**config.mk**
```make
export PLATFORM = sky130hd
export DESIGN_NAME = nv21_nearest_downscaler
export DESIGN_NICKNAME = d
export VERILOG_FILES = /design/src/rtl/nvds_pkg.sv /design/src/rtl/nvds_select.sv /design/src/rtl/nvds_skid.sv /design/src/rtl/nv21_nearest_downscaler.sv
export SDC_FILE = /design/constraint.sdc
export NUM_CORES = 1
export LEC_CHECK = 0
export BUFFER_PORTS_ARGS = -buffer_cell sky130_fd_sc_hd__buf_2
export CORE_MARGIN = 5
export CORE_UTILIZATION = 40
export DETAILED_ROUTE_END_ITERATION = 10
export GPL_TIMING_DRIVEN = 0
export PLACE_DENSITY = 0.66
export SLEW_MARGIN = 10
export SYNTH_ARGS = -nofsm -noshare
export SYNTH_HDL_FRONTEND = slang
export SYNTH_HIERARCHICAL = 1
export SYNTH_SLANG_ARGS = --single-unit
```
**constraint.sdc**
```tcl
create_clock -name i_clk -period 9.9 [get_ports i_clk]
set_input_delay 0.99 -clock i_clk [delete_from_list [all_inputs] [get_ports i_clk]]
set_output_delay 0.99 -clock i_clk [all_outputs]
set_load 0.05 [all_outputs]
```
**src/rtl/nvds_pkg.sv**
```systemverilog
// ----------------------------------------------------------------------------
// NV21 downscaler package
// Shared types, register indexes, reset values and the size clamp used by the
// NV21 nearest-neighbor downscaler.
// ----------------------------------------------------------------------------
package nvds_pkg;

    localparam int unsigned MAX_DIM_DEFAULT = 4096;
    localparam int unsigned CFG_W           = 13;
    localparam int unsigned CFG_IDX_W       = 4;
    localparam int unsigned BYTE_W          = 8;

    localparam logic [CFG_W-1:0] SRC_WIDTH_RST  = 13'd1920;
    localparam logic [CFG_W-1:0] SRC_HEIGHT_RST = 13'd1080;
    localparam logic [CFG_W-1:0] DST_WIDTH_RST  = 13'd1280;
    localparam logic [CFG_W-1:0] DST_HEIGHT_RST = 13'd720;

    typedef enum logic [CFG_IDX_W-1:0] {
        REG_SRC_WIDTH  = 4'd0,
        REG_SRC_HEIGHT = 4'd1,
        REG_DST_WIDTH  = 4'd2,
        REG_DST_HEIGHT = 4'd3
    } t_cfg_reg;

    typedef struct packed {
        logic [CFG_W-1:0] src_width;
        logic [CFG_W-1:0] src_height;
        logic [CFG_W-1:0] dst_width;
        logic [CFG_W-1:0] dst_height;
    } t_cfg;

    typedef struct packed {
        logic [BYTE_W-1:0] out_byte;
        logic              out_is_chroma;
        logic              last_of_frame;
    } t_result;

    // Clamps a programmed size to [2, max_dim] and forces it even.
    function automatic int unsigned eff_size(logic [CFG_W-1:0] v, int unsigned max_dim);
        int unsigned x;
        x = 32'(v);
        if (x < 32'd2) begin
            x = 32'd2;
        end
        if (x > max_dim) begin
            x = max_dim;
        end
        return x & ~32'd1;
    endfunction

endpackage

```
**src/rtl/nvds_select.sv**
```systemverilog
// ----------------------------------------------------------------------------
// NV21 downscaler position tracker
// Tracks the source position and the decimation accumulators, and decides
// combinationally whether the incoming byte is kept.
// ----------------------------------------------------------------------------
module nvds_select #(
    parameter int unsigned MAX_DIM = nvds_pkg::MAX_DIM_DEFAULT
) (
    input  logic                        i_clk,
    input  logic                        i_rst_n,
    input  logic                        i_accept,
    input  logic                        i_clear,
    input  logic [nvds_pkg::BYTE_W-1:0] i_in_byte,
    input  logic                        i_frame_start,
    input  nvds_pkg::t_cfg              i_cfg,
    output logic                        o_hit,
    output nvds_pkg::t_result           o_res
);

    localparam int unsigned DIM_W  = $clog2(MAX_DIM + 1);
    localparam int unsigned PROD_W = 2 * DIM_W;

    logic [DIM_W-1:0]  sw, sh, dw, dh, dw_raw, dh_raw;
    logic [DIM_W-1:0]  col_limit, row_limit, src_rows;

    logic              r_chroma, r_pp;
    logic [DIM_W-1:0]  r_sc, r_sr, r_dc, r_dr;
    logic [PROD_W-1:0] r_cp, r_rp, r_cb, r_rb;

    logic              c_chroma, c_pp;
    logic [DIM_W-1:0]  c_sc, c_sr, c_dc, c_dr;
    logic [PROD_W-1:0] c_cp, c_rp, c_cb, c_rb;

    logic              n_chroma, n_pp;
    logic [DIM_W-1:0]  n_sc, n_sr, n_dc, n_dr;
    logic [PROD_W-1:0] n_cp, n_rp, n_cb, n_rb;

    logic              col_sel, row_sel, pair_done, end_row, end_plane, last;

    always_comb begin
        sw     = DIM_W'(nvds_pkg::eff_size(i_cfg.src_width, MAX_DIM));
        sh     = DIM_W'(nvds_pkg::eff_size(i_cfg.src_height, MAX_DIM));
        dw_raw = DIM_W'(nvds_pkg::eff_size(i_cfg.dst_width, MAX_DIM));
        dh_raw = DIM_W'(nvds_pkg::eff_size(i_cfg.dst_height, MAX_DIM));
        dw     = (dw_raw > sw) ? sw : dw_raw;
        dh     = (dh_raw > sh) ? sh : dh_raw;
    end

    // A frame start byte sees the cleared position.
    always_comb begin
        c_chroma = i_frame_start ? 1'b0 : r_chroma;
        c_pp     = i_frame_start ? 1'b0 : r_pp;
        c_sc     = i_frame_start ? '0 : r_sc;
        c_sr     = i_frame_start ? '0 : r_sr;
        c_dc     = i_frame_start ? '0 : r_dc;
        c_dr     = i_frame_start ? '0 : r_dr;
        c_cp     = i_frame_start ? '0 : r_cp;
        c_rp     = i_frame_start ? '0 : r_rp;
        c_cb     = i_frame_start ? '0 : r_cb;
        c_rb     = i_frame_start ? '0 : r_rb;
    end

    // The column and row bases hold unit * dst size, so a kept position is one
    // whose product lies below base + dst size.
    always_comb begin
        col_limit = c_chroma ? (dw >> 1) : dw;
        row_limit = c_chroma ? (dh >> 1) : dh;
        src_rows  = c_chroma ? (sh >> 1) : sh;
        col_sel   = (c_dc < col_limit) && (c_cp < (c_cb + PROD_W'(dw)));
        row_sel   = (c_dr < row_limit) && (c_rp < (c_rb + PROD_W'(dh)));
        last      = c_chroma && c_pp && (c_dr == row_limit - 1'b1)
                    && (c_dc == col_limit - 1'b1);
        pair_done = !c_chroma || c_pp;
        end_row   = ({1'b0, c_sc} + 1'b1) >= {1'b0, sw};
        end_plane = ({1'b0, c_sr} + 1'b1) >= {1'b0, src_rows};
    end

    always_comb begin
        n_chroma = c_chroma;
        n_pp     = c_chroma ? ~c_pp : c_pp;
        n_sc     = c_sc + 1'b1;
        n_sr     = c_sr;
        n_dc     = c_dc;
        n_dr     = c_dr;
        n_cp     = c_cp;
        n_rp     = c_rp;
        n_cb     = c_cb;
        n_rb     = c_rb;
        if (pair_done && col_sel) begin
            n_dc = c_dc + 1'b1;
            n_cp = c_cp + PROD_W'(sw);
        end
        if (pair_done) begin
            n_cb = c_cb + PROD_W'(dw);
        end
        if (end_row) begin
            if (row_sel) begin
                n_dr = c_dr + 1'b1;
                n_rp = c_rp + PROD_W'(sh);
            end
            n_sr = c_sr + 1'b1;
            n_rb = c_rb + PROD_W'(dh);
            n_sc = '0;
            n_dc = '0;
            n_cp = '0;
            n_cb = '0;
            n_pp = 1'b0;
            if (end_plane) begin
                n_sr     = '0;
                n_dr     = '0;
                n_rp     = '0;
                n_rb     = '0;
                n_chroma = ~c_chroma;
            end
        end
    end

    always_ff @(posedge i_clk) begin
        if (!i_rst_n || i_clear) begin
            r_chroma <= 1'b0;
            r_pp     <= 1'b0;
            r_sc     <= '0;
            r_sr     <= '0;
            r_dc     <= '0;
            r_dr     <= '0;
            r_cp     <= '0;
            r_rp     <= '0;
            r_cb     <= '0;
            r_rb     <= '0;
        end else if (i_accept) begin
            r_chroma <= n_chroma;
            r_pp     <= n_pp;
            r_sc     <= n_sc;
            r_sr     <= n_sr;
            r_dc     <= n_dc;
            r_dr     <= n_dr;
            r_cp     <= n_cp;
            r_rp     <= n_rp;
            r_cb     <= n_cb;
            r_rb     <= n_rb;
        end
    end

    assign o_hit               = col_sel && row_sel;
    assign o_res.out_byte      = i_in_byte;
    assign o_res.out_is_chroma = c_chroma;
    assign o_res.last_of_frame = last;

endmodule

```
**src/rtl/nvds_skid.sv**
```systemverilog
// ----------------------------------------------------------------------------
// NV21 downscaler output buffer
// Output register with one skid entry, so that the input side stalls only
// from a registered full flag.
// ----------------------------------------------------------------------------
module nvds_skid (
    input  logic              i_clk,
    input  logic              i_rst_n,
    input  logic              i_push,
    input  nvds_pkg::t_result i_res,
    input  logic              i_stall,
    output logic              o_valid,
    output nvds_pkg::t_result o_res,
    output logic              o_full
);

    logic              r_valid, r_skid_valid;
    nvds_pkg::t_result r_res, r_skid;
    logic              n_valid, n_skid_valid;
    nvds_pkg::t_result n_res, n_skid;
    logic              take;

    always_comb begin
        take         = r_valid && !i_stall;
        n_valid      = r_valid;
        n_skid_valid = r_skid_valid;
        n_res        = r_res;
        n_skid       = r_skid;
        if (r_skid_valid) begin
            if (take) begin
                n_res        = r_skid;
                n_skid_valid = 1'b0;
            end
        end else if (i_push) begin
            if (!r_valid || take) begin
                n_res   = i_res;
                n_valid = 1'b1;
            end else begin
                n_skid       = i_res;
                n_skid_valid = 1'b1;
            end
        end else if (take) begin
            n_valid = 1'b0;
        end
    end

    always_ff @(posedge i_clk) begin
        if (!i_rst_n) begin
            r_valid      <= 1'b0;
            r_skid_valid <= 1'b0;
        end else begin
            r_valid      <= n_valid;
            r_skid_valid <= n_skid_valid;
        end
    end

    always_ff @(posedge i_clk) begin
        r_res  <= n_res;
        r_skid <= n_skid;
    end

    assign o_valid = r_valid;
    assign o_res   = r_res;
    assign o_full  = r_skid_valid;

endmodule

```
**src/rtl/nv21_nearest_downscaler.sv**
```systemverilog
// ----------------------------------------------------------------------------
// NV21 nearest-neighbor downscaler
// Takes an NV21 frame one byte per request, luma plane then VU plane, and
// passes on the bytes that nearest-neighbor decimation keeps.
//
//   Channel   Direction   Handshake                 Payload
//   in        input       i_in_valid / o_in_stall   i_in_byte, i_frame_start
//   out       output      o_out_valid / i_out_stall o_out_byte, o_out_is_chroma,
//                                                   o_last_of_frame
//   cfg       input       i_cfg_we                  i_cfg_index, i_cfg_data
//
// One request is taken per cycle while the input is not stalled; a kept byte
// is registered in the output register, or in the skid entry while that is held.
// Reset is synchronous and active low and restores the default sizes.
// Input stalls only when the output register and its skid entry are both full.
// Any size write restarts the frame position.
// ----------------------------------------------------------------------------
module nv21_nearest_downscaler #(
    parameter int unsigned MAX_DIM = nvds_pkg::MAX_DIM_DEFAULT
) (
    input  logic                           i_clk,
    input  logic                           i_rst_n,
    input  logic                           i_in_valid,
    output logic                           o_in_stall,
    input  logic [nvds_pkg::BYTE_W-1:0]    i_in_byte,
    input  logic                           i_frame_start,
    output logic                           o_out_valid,
    input  logic                           i_out_stall,
    output logic [nvds_pkg::BYTE_W-1:0]    o_out_byte,
    output logic                           o_out_is_chroma,
    output logic                           o_last_of_frame,
    input  logic                           i_cfg_we,
    input  logic [nvds_pkg::CFG_IDX_W-1:0] i_cfg_index,
    input  logic [nvds_pkg::CFG_W-1:0]     i_cfg_data
);

    nvds_pkg::t_cfg    r_cfg;
    nvds_pkg::t_result sel_res, out_res;
    logic              cfg_hit, accept, hit, full;

    always_comb begin
        cfg_hit = 1'b0;
        case (i_cfg_index)
            nvds_pkg::REG_SRC_WIDTH:  cfg_hit = i_cfg_we;
            nvds_pkg::REG_SRC_HEIGHT: cfg_hit = i_cfg_we;
            nvds_pkg::REG_DST_WIDTH:  cfg_hit = i_cfg_we;
            nvds_pkg::REG_DST_HEIGHT: cfg_hit = i_cfg_we;
            default:                  cfg_hit = 1'b0;
        endcase
    end

    always_ff @(posedge i_clk) begin
        if (!i_rst_n) begin
            r_cfg.src_width  <= nvds_pkg::SRC_WIDTH_RST;
            r_cfg.src_height <= nvds_pkg::SRC_HEIGHT_RST;
            r_cfg.dst_width  <= nvds_pkg::DST_WIDTH_RST;
            r_cfg.dst_height <= nvds_pkg::DST_HEIGHT_RST;
        end else if (i_cfg_we) begin
            case (i_cfg_index)
                nvds_pkg::REG_SRC_WIDTH:  r_cfg.src_width  <= i_cfg_data;
                nvds_pkg::REG_SRC_HEIGHT: r_cfg.src_height <= i_cfg_data;
                nvds_pkg::REG_DST_WIDTH:  r_cfg.dst_width  <= i_cfg_data;
                nvds_pkg::REG_DST_HEIGHT: r_cfg.dst_height <= i_cfg_data;
                default:                  r_cfg            <= r_cfg;
            endcase
        end
    end

    assign accept = i_in_valid && !full;

    nvds_select #(
        .MAX_DIM (MAX_DIM)
    ) u_select (
        .i_clk         (i_clk),
        .i_rst_n       (i_rst_n),
        .i_accept      (accept),
        .i_clear       (cfg_hit),
        .i_in_byte     (i_in_byte),
        .i_frame_start (i_frame_start),
        .i_cfg         (r_cfg),
        .o_hit         (hit),
        .o_res         (sel_res)
    );

    nvds_skid u_skid (
        .i_clk   (i_clk),
        .i_rst_n (i_rst_n),
        .i_push  (accept && hit),
        .i_res   (sel_res),
        .i_stall (i_out_stall),
        .o_valid (o_out_valid),
        .o_res   (out_res),
        .o_full  (full)
    );

    assign o_in_stall      = full;
    assign o_out_byte      = out_res.out_byte;
    assign o_out_is_chroma = out_res.out_is_chroma;
    assign o_last_of_frame = out_res.last_of_frame;

endmodule

```
==> results.toml, run 1 <==
[run_status]
status = "finished clean"

[route]
drc = 0
drtAntennaViolNets = 0
wl_per_cell_microns = 20.17
drt_iter0_drc = 1584
drt-total-wl_mm = 59.97
vias = 17350
firstDrtPassIters = 6
vias_per_cell = 5.834

[setup_path]
required_ns = 10.35
worst-r2r-cell-count = 32
rrSetupSlack_ns = 0.75
cp-end-kind = "register"
reg2reg_to = "u_select/r_cp[25]$_SDFFE_PP0P_"
r2r-start = "r_cfg[51]$_SDFFE_PN0P_"
critPathLaunchType = "primary input"
slowest_delay_ns = 0.72
critPathArrivalTime_ns = 9.73
worstSetupPathType = "in2reg"
crit_slowest_cell = "clkdlybuf4s15_1"
cp_max_fo = 10

[sta]
post-route-period-util = 0.9365
fin_skew_ns = 0.01549
setup_viol = 0
fin_ws_ns = 0.6289
worst_slew_pin_slew_ns = 1.183
max_clock_freq_mhz = 107.9
slew_violations = 0
rsz0062_at_grt = "false"
hold_viol_final = 0
fin_crit_ns = 9.271
slew_headroom = 0.2041

[floorplanning]
core_sq_um = 45280
die-area_sq_um = 50100
start_util = 0.4039
die_height_microns = 223.8
num_rows = 78
pin_count = 43
die_w_microns = 223.8

[power_and_ir_drop]
vdd_drop_max_mv = 0.1175
p_leak_uw = 0.008471
power.total_uw = 2289
power.density_nw_per_um2 = 113.9

[clock_tree]
clkLatencyLatePin_ns = 0.56
clock_sinks = 228
cts_tree = "done"
h-tree-depth = 1
cts_buffer_depth = 3
cts_setup_buffers = 0
clkTransAtPathRegs_ns = 0.06
cts-root-buf = "clkbuf_16"
numCtsBuffers = 27

[synthesis]
synth_area_sq_um = 18290
ys.warnings.count = 6
synth_cells = 2294
syn_nets = 2508
synth_area_per_cell_sq_um = 7.973

[global_routing]
top_usage_layer = "met2"
grt_pass1_vias = 16550
grt_usage = 0.2278
grt.overflow.total = 0
grt_start_max_net_pins = 20
grt.met2_usage = 0.3677
grt_pass1_wl_mm = 91.95
grt_use_met3 = 0.03722
use_met1 = 0.3100
antenna_found_initial = 2

[finish]
nets = 2566
instances_no_fill = 2973
num_antenna_cells = 0
layout_common_cells = "nand2_1 (279), dfxtp_1 (208), ha_1 (179), nor2_1 (152), nor2b_1 (150)"
layout_commonest_cell = "nand2_1"
syn_to_final_growth_pct = 9.878
layout-drive-gt1-share = 0.07417

[flow_run]
maxCapViolCount = 0

[worst_hold_path]
min_from = "u_select/r_rb[9]$_SDFFE_PP0P_"
whs_endpoint = "u_select/r_rb[9]$_SDFFE_PP0P_"
hold_path_depth = 2
worstHoldPathType = "reg2reg"

[place]
io_buffers = 31
dpl.cell_count = 2926
place_ws_ns = -1.553
dp_hpwl_mm = 46.54
gp_congestion = 0.9614
[state kept, by name, summed over array words and instances (netlist names)]
signal	count
u_select/r_dc	13
u_select/r_cb	26
u_skid/r_skid	10
u_select/r_cp	26
u_select/r_chroma	1
u_skid/o_res	10
u_select/r_dr	13
u_select/r_sc	13
u_select/r_sr	13
u_skid/o_valid	1
u_select/r_rb	26
r_cfg	48
u_skid/o_full	1
u_select/r_rp	26
u_select/r_pp	1
[where the power goes]
part           switching, uW  internal (uW)  total (uW)
registers               8.50            949         958
logic                    237            101         339
clock network            421            572         993
[what timing repair did]
action	CTS	global route
hold buffers	0	0
hold endpoints to repair	0	0
gates resized for setup	4	12
endpoints found under the setup margin	79	54
[worst max-delay path, delay by kind of cell]
family                     cells  cell delay [ns]
xor gates and xnor gates       1             0.17
AOI/OAI and AO/OA             12             2.79
and+or+nand+nor                7             2.07
buffers and inverters          7             2.90
adders and majority gates      2             0.78
[how the worst max path moves through the flow]
stage,depth (start not counted),start,to,slack [ns]
detailed placement,29,i_frame_start,u_skid/o_res[5]$_DFFE_PP_,-1.55
global placement,29,i_frame_start,u_skid/o_res[4]$_DFFE_PP_,-1.51
CTS,30,i_frame_start,u_select/r_dr[10]$_SDFFE_PP0P_,0.21
floorplan,29,i_frame_start,u_select/r_rp[24]$_SDFFE_PP0P_,2.19
finish,29,i_frame_start,u_select/r_dr[10]$_SDFFE_PP0P_,0.63
global route,29,i_frame_start,u_select/r_dr[10]$_SDFFE_PP0P_,0.01
[cell type report]
type | instances | area, sq um
Clock buffer | 32 | 724.4
Inverter | 115 | 431.7
Sequential cell | 228 | 4765
Multi-Input combinational cell | 1837 | 12570
Fill cell | 4559 | 25190
Timing Repair Buffer | 32 | 160.2
Clock inverter | 18 | 142.6
Buffer | 111 | 550.5
Tap cell | 600 | 750.7
[layer usage]
metal,wire length (microns),vias to the layer above,share of wire
met3,4633,165,0.077
met1,26510,8224,0.44
met4,2314,2,0.039
met2,26500,687,0.44
li1,-,8267,-
met5,9,-,0.00015
[through the flow]
step / cell area [sq um] / hold slack (ns) / TNS (ns) / utilization
final: 20100 / 0.4509 / 0 / 0.4438
after global routing: 20100 / 0.4699 / 0 / 0.4438
after CTS: 20080 / 0.4509 / 0 / 0.4434
after detailed placement: 19210 / 0.4369 / -94.50 / 0.4242
after global placement: 19200 / 0.4274 / -96.22 / 0.4239
after floorplan: 18290 / 0.4171 / 0 / -
No activity file was read; power rests on OpenSTA's default activity.
==> run 2: changes to the inputs <==
--- a/config.mk
+++ b/config.mk
@@ -10,6 +10,7 @@
 export CORE_UTILIZATION = 40
 export DETAILED_ROUTE_END_ITERATION = 10
 export GPL_TIMING_DRIVEN = 0
+export MAX_ROUTING_LAYER = met4
 export PLACE_DENSITY = 0.66
 export SLEW_MARGIN = 10
 export SYNTH_ARGS = -nofsm -noshare
==> constraint.sdc (replaced) <==
create_clock -name i_clk -period 10 [get_ports i_clk]
set_input_delay 1 -clock i_clk [delete_from_list [all_inputs] [get_ports i_clk]]
set_output_delay 1 -clock i_clk [all_outputs]
set_load 0.05 [all_outputs]
==> results.toml, run 2 (synthesized netlist as in run 1, its figures left out) <==
[run_status]
status = "finished clean"

[sta]
fin_crit_ns = 9.393
slew_violations = 0
post-route-period-util = 0.9393
slew_headroom = 0.1854
hold_ws_ns = 0.4471
max_clock_freq_mhz = 106.5
hold_viol_final = 0
fin_skew_ns = 0.01140
rsz0062_at_grt = "false"
setup_viol = 0
worst_slew_pin_slew_ns = 1.209

[global_routing]
grt.met2_usage = 0.3646
grt_usage = 0.2354
antenna_found_initial = 2
grt_start_max_net_pins = 20
grt_use_met3 = 0.03931
grt_pass1_vias = 16390
use_met1 = 0.3136
grt.overflow.total = 0
grt_pass1_wl_mm = 92.37
top_usage_layer = "met2"

[setup_path]
rrSetupSlack_ns = 0.74
cp-end-kind = "register"
crit_slowest_cell = "clkbuf_2"
r2r-start = "r_cfg[51]$_SDFFE_PN0P_"
critPathLaunchType = "primary input"
required_ns = 10.48
slowest_delay_ns = 0.64
reg2reg_to = "u_select/r_cp[24]$_SDFFE_PP0P_"
cp_max_fo = 19
worst-r2r-cell-count = 34
worstSetupPathType = "in2reg"
critPathArrivalTime_ns = 9.87
crit_end = "u_select/r_rp[25]$_SDFFE_PP0P_"
crit_start = "i_frame_start"
worst_path_most_repeated_cell = "a21o_1"

[place]
io_buffers = 31
dp_hpwl_mm = 46.34
gp_congestion = 0.9773

[finish]
layout_commonest_cell = "nand2_1"
largest_register = "r_cfg"
nets = 2568
layout_common_cells = "nand2_1 (279), dfxtp_1 (208), ha_1 (179), nor2_1 (152), nor2b_1 (151)"
largest_register_ffs = 48
syn_to_final_growth_pct = 10.17
fillCellCount = 4528
layout-drive-gt1-share = 0.07498

[route]
drt-total-wl_mm = 59.72
wl_per_cell_microns = 20.07
drt_iter0_drc = 1768
drc = 0
drtAntennaViolNets = 0
vias = 17370
firstDrtPassIters = 5
vias_per_cell = 5.839

[floorplanning]
die_height_microns = 223.8
die_w_microns = 223.8
num_rows = 78
core_sq_um = 45280
pin_count = 43
start_util = 0.4039
die-area_sq_um = 50100

[clock_tree]
cts_tree = "done"
clkLatencyLatePin_ns = 0.57
h-tree-depth = 1
numCtsBuffers = 28
clkTransAtPathRegs_ns = 0.06
cts-root-buf = "clkbuf_16"
cts_buffer_depth = 3
cts_hold_buf = 0
clock_sinks = 228
cts_setup_buffers = 0

[flow_run]
maxCapViolCount = 0

[power_and_ir_drop]
power.density_nw_per_um2 = 115.4
vdd_drop_max_mv = 0.1134
power.total_uw = 2325
p_leak_uw = 0.008469

[worst_hold_path]
worstHoldPathType = "reg2reg"
run 2: cell types whose count changed in the layout (fill, tap and decap cells not counted), moves of 2 or more:
cell	change
clkinv_1	-5
clkinvlp_4	+4
clkbuf_1	+2
clkbuf_16	+2
clkbuf_8	-2
run 2: area by class of cell:
cell class	instances	area, sq um	share of cell area
Clock inverter	17	175.2	0.008694
Antenna cell	1	2.502	0.0001242
Tap cell	600	750.7	0.03726
Inverter	115	431.7	0.02142
Clock buffer	33	750.7	0.03726
Multi-Input combinational cell	1837	12560	0.6234
Timing Repair Buffer	32	162.7	0.008073
Sequential cell	228	4765	0.2365
Buffer	112	550.5	0.02732
run 2: what timing repair did:
| item | CTS | global route |
|---|---|---|
| endpoints found under the hold margin | 0 | 0 |
| setup endpoints to repair | 62 | 37 |
| resized for setup | 4 | 7 |
run 2: worst min path at each step:
stage                                         from                             end  slack [ns]  cells after the start
global placement     u_select/r_dr[8]$_SDFFE_PP0P_   u_select/r_dr[8]$_SDFFE_PP0P_        0.43                      2
CTS                  u_select/r_rb[7]$_SDFFE_PP0P_   u_select/r_rb[7]$_SDFFE_PP0P_        0.45                      2
global route         u_select/r_rb[6]$_SDFFE_PP0P_   u_select/r_rb[6]$_SDFFE_PP0P_        0.47                      2
floorplan           u_select/r_cb[11]$_SDFFE_PP0P_  u_select/r_cb[11]$_SDFFE_PP0P_        0.42                      2
detailed placement  u_select/r_rp[12]$_SDFFE_PP0P_  u_select/r_rp[12]$_SDFFE_PP0P_        0.43                      2
finish              u_select/r_rb[10]$_SDFFE_PP0P_  u_select/r_rb[10]$_SDFFE_PP0P_        0.45                      2
run 2: per-layer routing:
metal	part of all wire	wire length, microns
met5	0	0
met4	0.039	2308
met3	0.082	4910
met2	0.44	26240
met1	0.44	26260
run 2: worst max-delay path, delay by kind of cell:
kind	cells	cell delay, ns
buf+inv	6	2.94
fa+ha+maj	2	0.67
xor+xnor	1	0.17
simple gates	7	2.57
compound gates	11	2.47
run 2: metrics by stage:
step / util / instances / worst slack [ns] / TNS (ns) / instance area (sq um)
4_1_cts: 0.4448 / 2975 / 0.3369 / 0 / 20140
3_5_place_dp: 0.4242 / 2926 / -1.416 / -76.66 / 19210
5_1_grt: 0.4450 / 2975 / 0.008373 / 0 / 20150
2_1_floorplan: - / 2294 / 2.282 / 0 / 18290
6_report: 0.4450 / 2975 / 0.6070 / 0 / 20150
3_3_place_gp: 0.4239 / 2925 / -1.408 / -81.17 / 19200
run 2: power breakdown:
| part | internal (uW) | switching, uW |
|---|---|---|
| Sequential | 940 | 8.24 |
| Combinational | 99.9 | 234 |
| Clock | 612 | 432 |
| Total | 1650 | 674 |
==> run 3: changes to the inputs <==
--- a/config.mk
+++ b/config.mk
@@ -5,6 +5,7 @@
 export SDC_FILE = /design/constraint.sdc
 export NUM_CORES = 1
 export LEC_CHECK = 0
+export ABC_AREA = 1
 export BUFFER_PORTS_ARGS = -buffer_cell sky130_fd_sc_hd__buf_2
 export CORE_MARGIN = 5
 export CORE_UTILIZATION = 40
==> results.toml, run 3 <==
[run_status]
status = "finished clean"

[synthesis]
syn_nets = 3221
ys_async_sr_fraction = 0
synth_area_per_cell_sq_um = 6.405
synth_cell_types = 60
yosys-top-cells-count = "nand2_1 (746), inv_1 (416), nor2_1 (360)"
ys_ff_latch = 232
synth_area_sq_um = 19260
synthFlopType = "dfxtp_1"
yosysTopAreaCell = "dfxtp_1"
synth_most_common_cell = "nand2_1"
synth_cells = 3007
ys_seq_area_frac = 0.2515
ys.warnings.count = 6
yosys.area.top_type_share = 0.2203
synth_area_leaders = "dfxtp_1 (22%), nand2_1 (15%), ha_1 (12%), inv_1 (8.1%), nor2_1 (7.0%)"
synth_edf_count = 20

[sta]
max_clock_freq_mhz = 108.8
rsz0062_at_grt = "false"
fin_ws_ns = 0.8119
slew_violations = 0
setup_viol = 0
fin_skew_ns = 0.01233
worst_slew_pin_slew_ns = 1.009
fin_crit_ns = 9.188
post-route-period-util = 0.9188
slew_headroom = 0.3187
hold_viol_final = 0

[finish]
syn_to_final_growth_pct = 9.978
fin_util = 0.4446
layout_common_cells = "nand2_1 (746), inv_1 (416), nor2_1 (360), a21oi_1 (225), dfxtp_1 (212)"
largest_register_ffs = 52
nets = 3283
layout-drive-gt1-share = 0.06410
largest_register = "r_cfg"
layout_commonest_cell = "nand2_1"
fillCellCount = 5061
final_area_sq_um = 21180

[clock_tree]
clkTransAtPathRegs_ns = 0.06
cts_tree = "done"
h-tree-depth = 1
cts_buffer_depth = 3
clkLatencyLatePin_ns = 0.57
cts-root-buf = "clkbuf_16"
clock_sinks = 232
cts_hold_buf = 0
numCtsBuffers = 29

[route]
drc = 0
vias_per_cell = 5.204
drt_iter0_drc = 1501
wl_per_cell_microns = 15.99
drtAntennaViolNets = 0
vias = 19280
drt-total-wl_mm = 59.24
firstDrtPassIters = 6

[global_routing]
grt_start_max_net_pins = 14
grt_usage = 0.2224
antenna_found_initial = 1
grt.overflow.total = 0
grt_pass1_wl_mm = 93.56
grt_pass1_vias = 17750

[power_and_ir_drop]
pwr-share-seq = 0.378
p_leak_uw = 0.009792
internal_power_uw = 1782
p_comb_frac = 0.196
share_clk_of_total_power = 0.426
power.switching_uw = 810.4
power.density_nw_per_um2 = 122.4
vdd_drop_max_mv = 0.1176
p_sw_frac = 0.3126

[place]
dp_hpwl_mm = 45.99
gp_congestion = 0.9593
placed_area_sq_um = 20190
io_buffers = 32
place_ws_ns = -0.9673

[flow_run]
maxCapViolCount = 0

[worst_hold_path]
min_from = "u_select/r_cp[0]$_SDFFE_PP0P_"
worstHoldPathType = "reg2reg"
whs_endpoint = "u_select/r_cp[0]$_SDFFE_PP0P_"
hold_path_depth = 2

[floorplanning]
num_rows = 80
die_w_microns = 229.4
start_util = 0.4043
die-area_sq_um = 52640
core_sq_um = 47650
die_height_microns = 229.4
pin_count = 43

[setup_path]
worstSetupPathType = "in2reg"
cp_max_fo = 19
worst-r2r-cell-count = 52
critPathArrivalTime_ns = 9.60
required_ns = 10.42
crit_slowest_cell = "clkbuf_1"
reg2reg_to = "u_select/r_rp[23]$_SDFFE_PP0P_"
r2r-start = "r_cfg[37]$_SDFFE_PN0P_"
worst_path_most_repeated_cell = "a21oi_1"
critPathLaunchType = "primary input"
rrSetupSlack_ns = 1.27
slowest_delay_ns = 0.80
cp-end-kind = "register"
-- run 3: per-layer routing --
metal / vias up / wire length [microns] / GRT usage / share of wire
li1: 9896 / - / - / -
met1: 8702 / 26710 / 0.2898 / 0.45
met2: 567 / 26560 / 0.3562 / 0.45
met3: 116 / 3992 / 0.03059 / 0.067
met4: 0 / 1977 / 0.07593 / 0.033
met5: - / 0 / - / 0
-- run 3: logic make-up (layout without fill, tap and decap cells) --
kind of cell             after synthesis  count (layout)  synth area share
AO/OA/AOI/OAI                        464             464            0.1389
XOR/XNOR                             126             126           0.05730
adder cells (fa/ha/maj)              183             183            0.1204
buffers and inverters                566             648            0.1163
flip-flops                           232             232            0.2515
other                                  0               1                 0
AND/OR/NAND/NOR                     1436            1436            0.3156
-- run 3: power by group through the flow --
stage,clock network (uW),registers (uW),logic (uW)
2_1_floorplan,0,1020,336
3_3_place_gp,0,1000,498
3_5_place_dp,0,1000,500
4_1_cts,1130,980,503
5_1_grt,1160,983,564
6_report,1100,980,509
-- run 3: cell type report --
cell class | count | area (sq um) | area share
multi-input combinational | 2209 | 12180 | 0.5750
sequential | 232 | 4845 | 0.2287
inverter | 436 | 1637 | 0.07726
clock buffer | 38 | 809.5 | 0.03822
tap | 615 | 769.5 | 0.03633
buffer | 129 | 603.1 | 0.02847
clock inverter | 13 | 176.4 | 0.008328
timing repair buffer | 32 | 160.2 | 0.007561
antenna | 1 | 2.502 | 0.0001181
-- run 3: repair_timing --
item                                    in CTS  in global routing
setup buffers                                0                  0
endpoints found under the setup margin      30                 58
hold endpoints to repair                     0                  0
gates resized for setup                      2                  3
pin swaps                                    0                  0
-- run 3: critical path: cells and delay by family --
kind | cells | cell delay, ns
AO/OA/AOI/OAI | 10 | 1.70
buffers and inverters | 7 | 4.18
XOR/XNOR | 1 | 0.24
AND/OR/NAND/NOR | 9 | 1.82
adder cells (fa/ha/maj) | 2 | 0.63
-- run 3: stage by stage --
stage | std cells | TNS [ns] | power [uW] | hold WS [ns]
CTS | 3705 | 0 | 2609 | 0.4317
floorplan | 3007 | 0 | 1357 | 0.4083
global placement | 3654 | -34.05 | 1497 | 0.4189
detailed placement | 3654 | -31.75 | 1500 | 0.4228
global route | 3705 | 0 | 2710 | 0.4519
finish | 3705 | 0 | 2592 | 0.4340
-- run 3: worst max-delay path by stage --
stage                  start                             end  slack [ns]  cells past startpoint
2_1_floorplan  i_frame_start       u_skid/o_res[0]$_DFFE_PP_        2.75                     36
3_3_place_gp   i_frame_start       u_skid/o_res[2]$_DFFE_PP_       -0.97                     36
3_5_place_dp   i_frame_start       u_skid/o_res[2]$_DFFE_PP_       -0.97                     36
4_1_cts        i_frame_start  u_select/r_rp[23]$_SDFFE_PP0P_        0.07                     42
5_1_grt        i_frame_start   u_select/r_cp[3]$_SDFFE_PP0P_        0.36                     29
6_report       i_frame_start   u_select/r_cp[3]$_SDFFE_PP0P_        0.81                     29
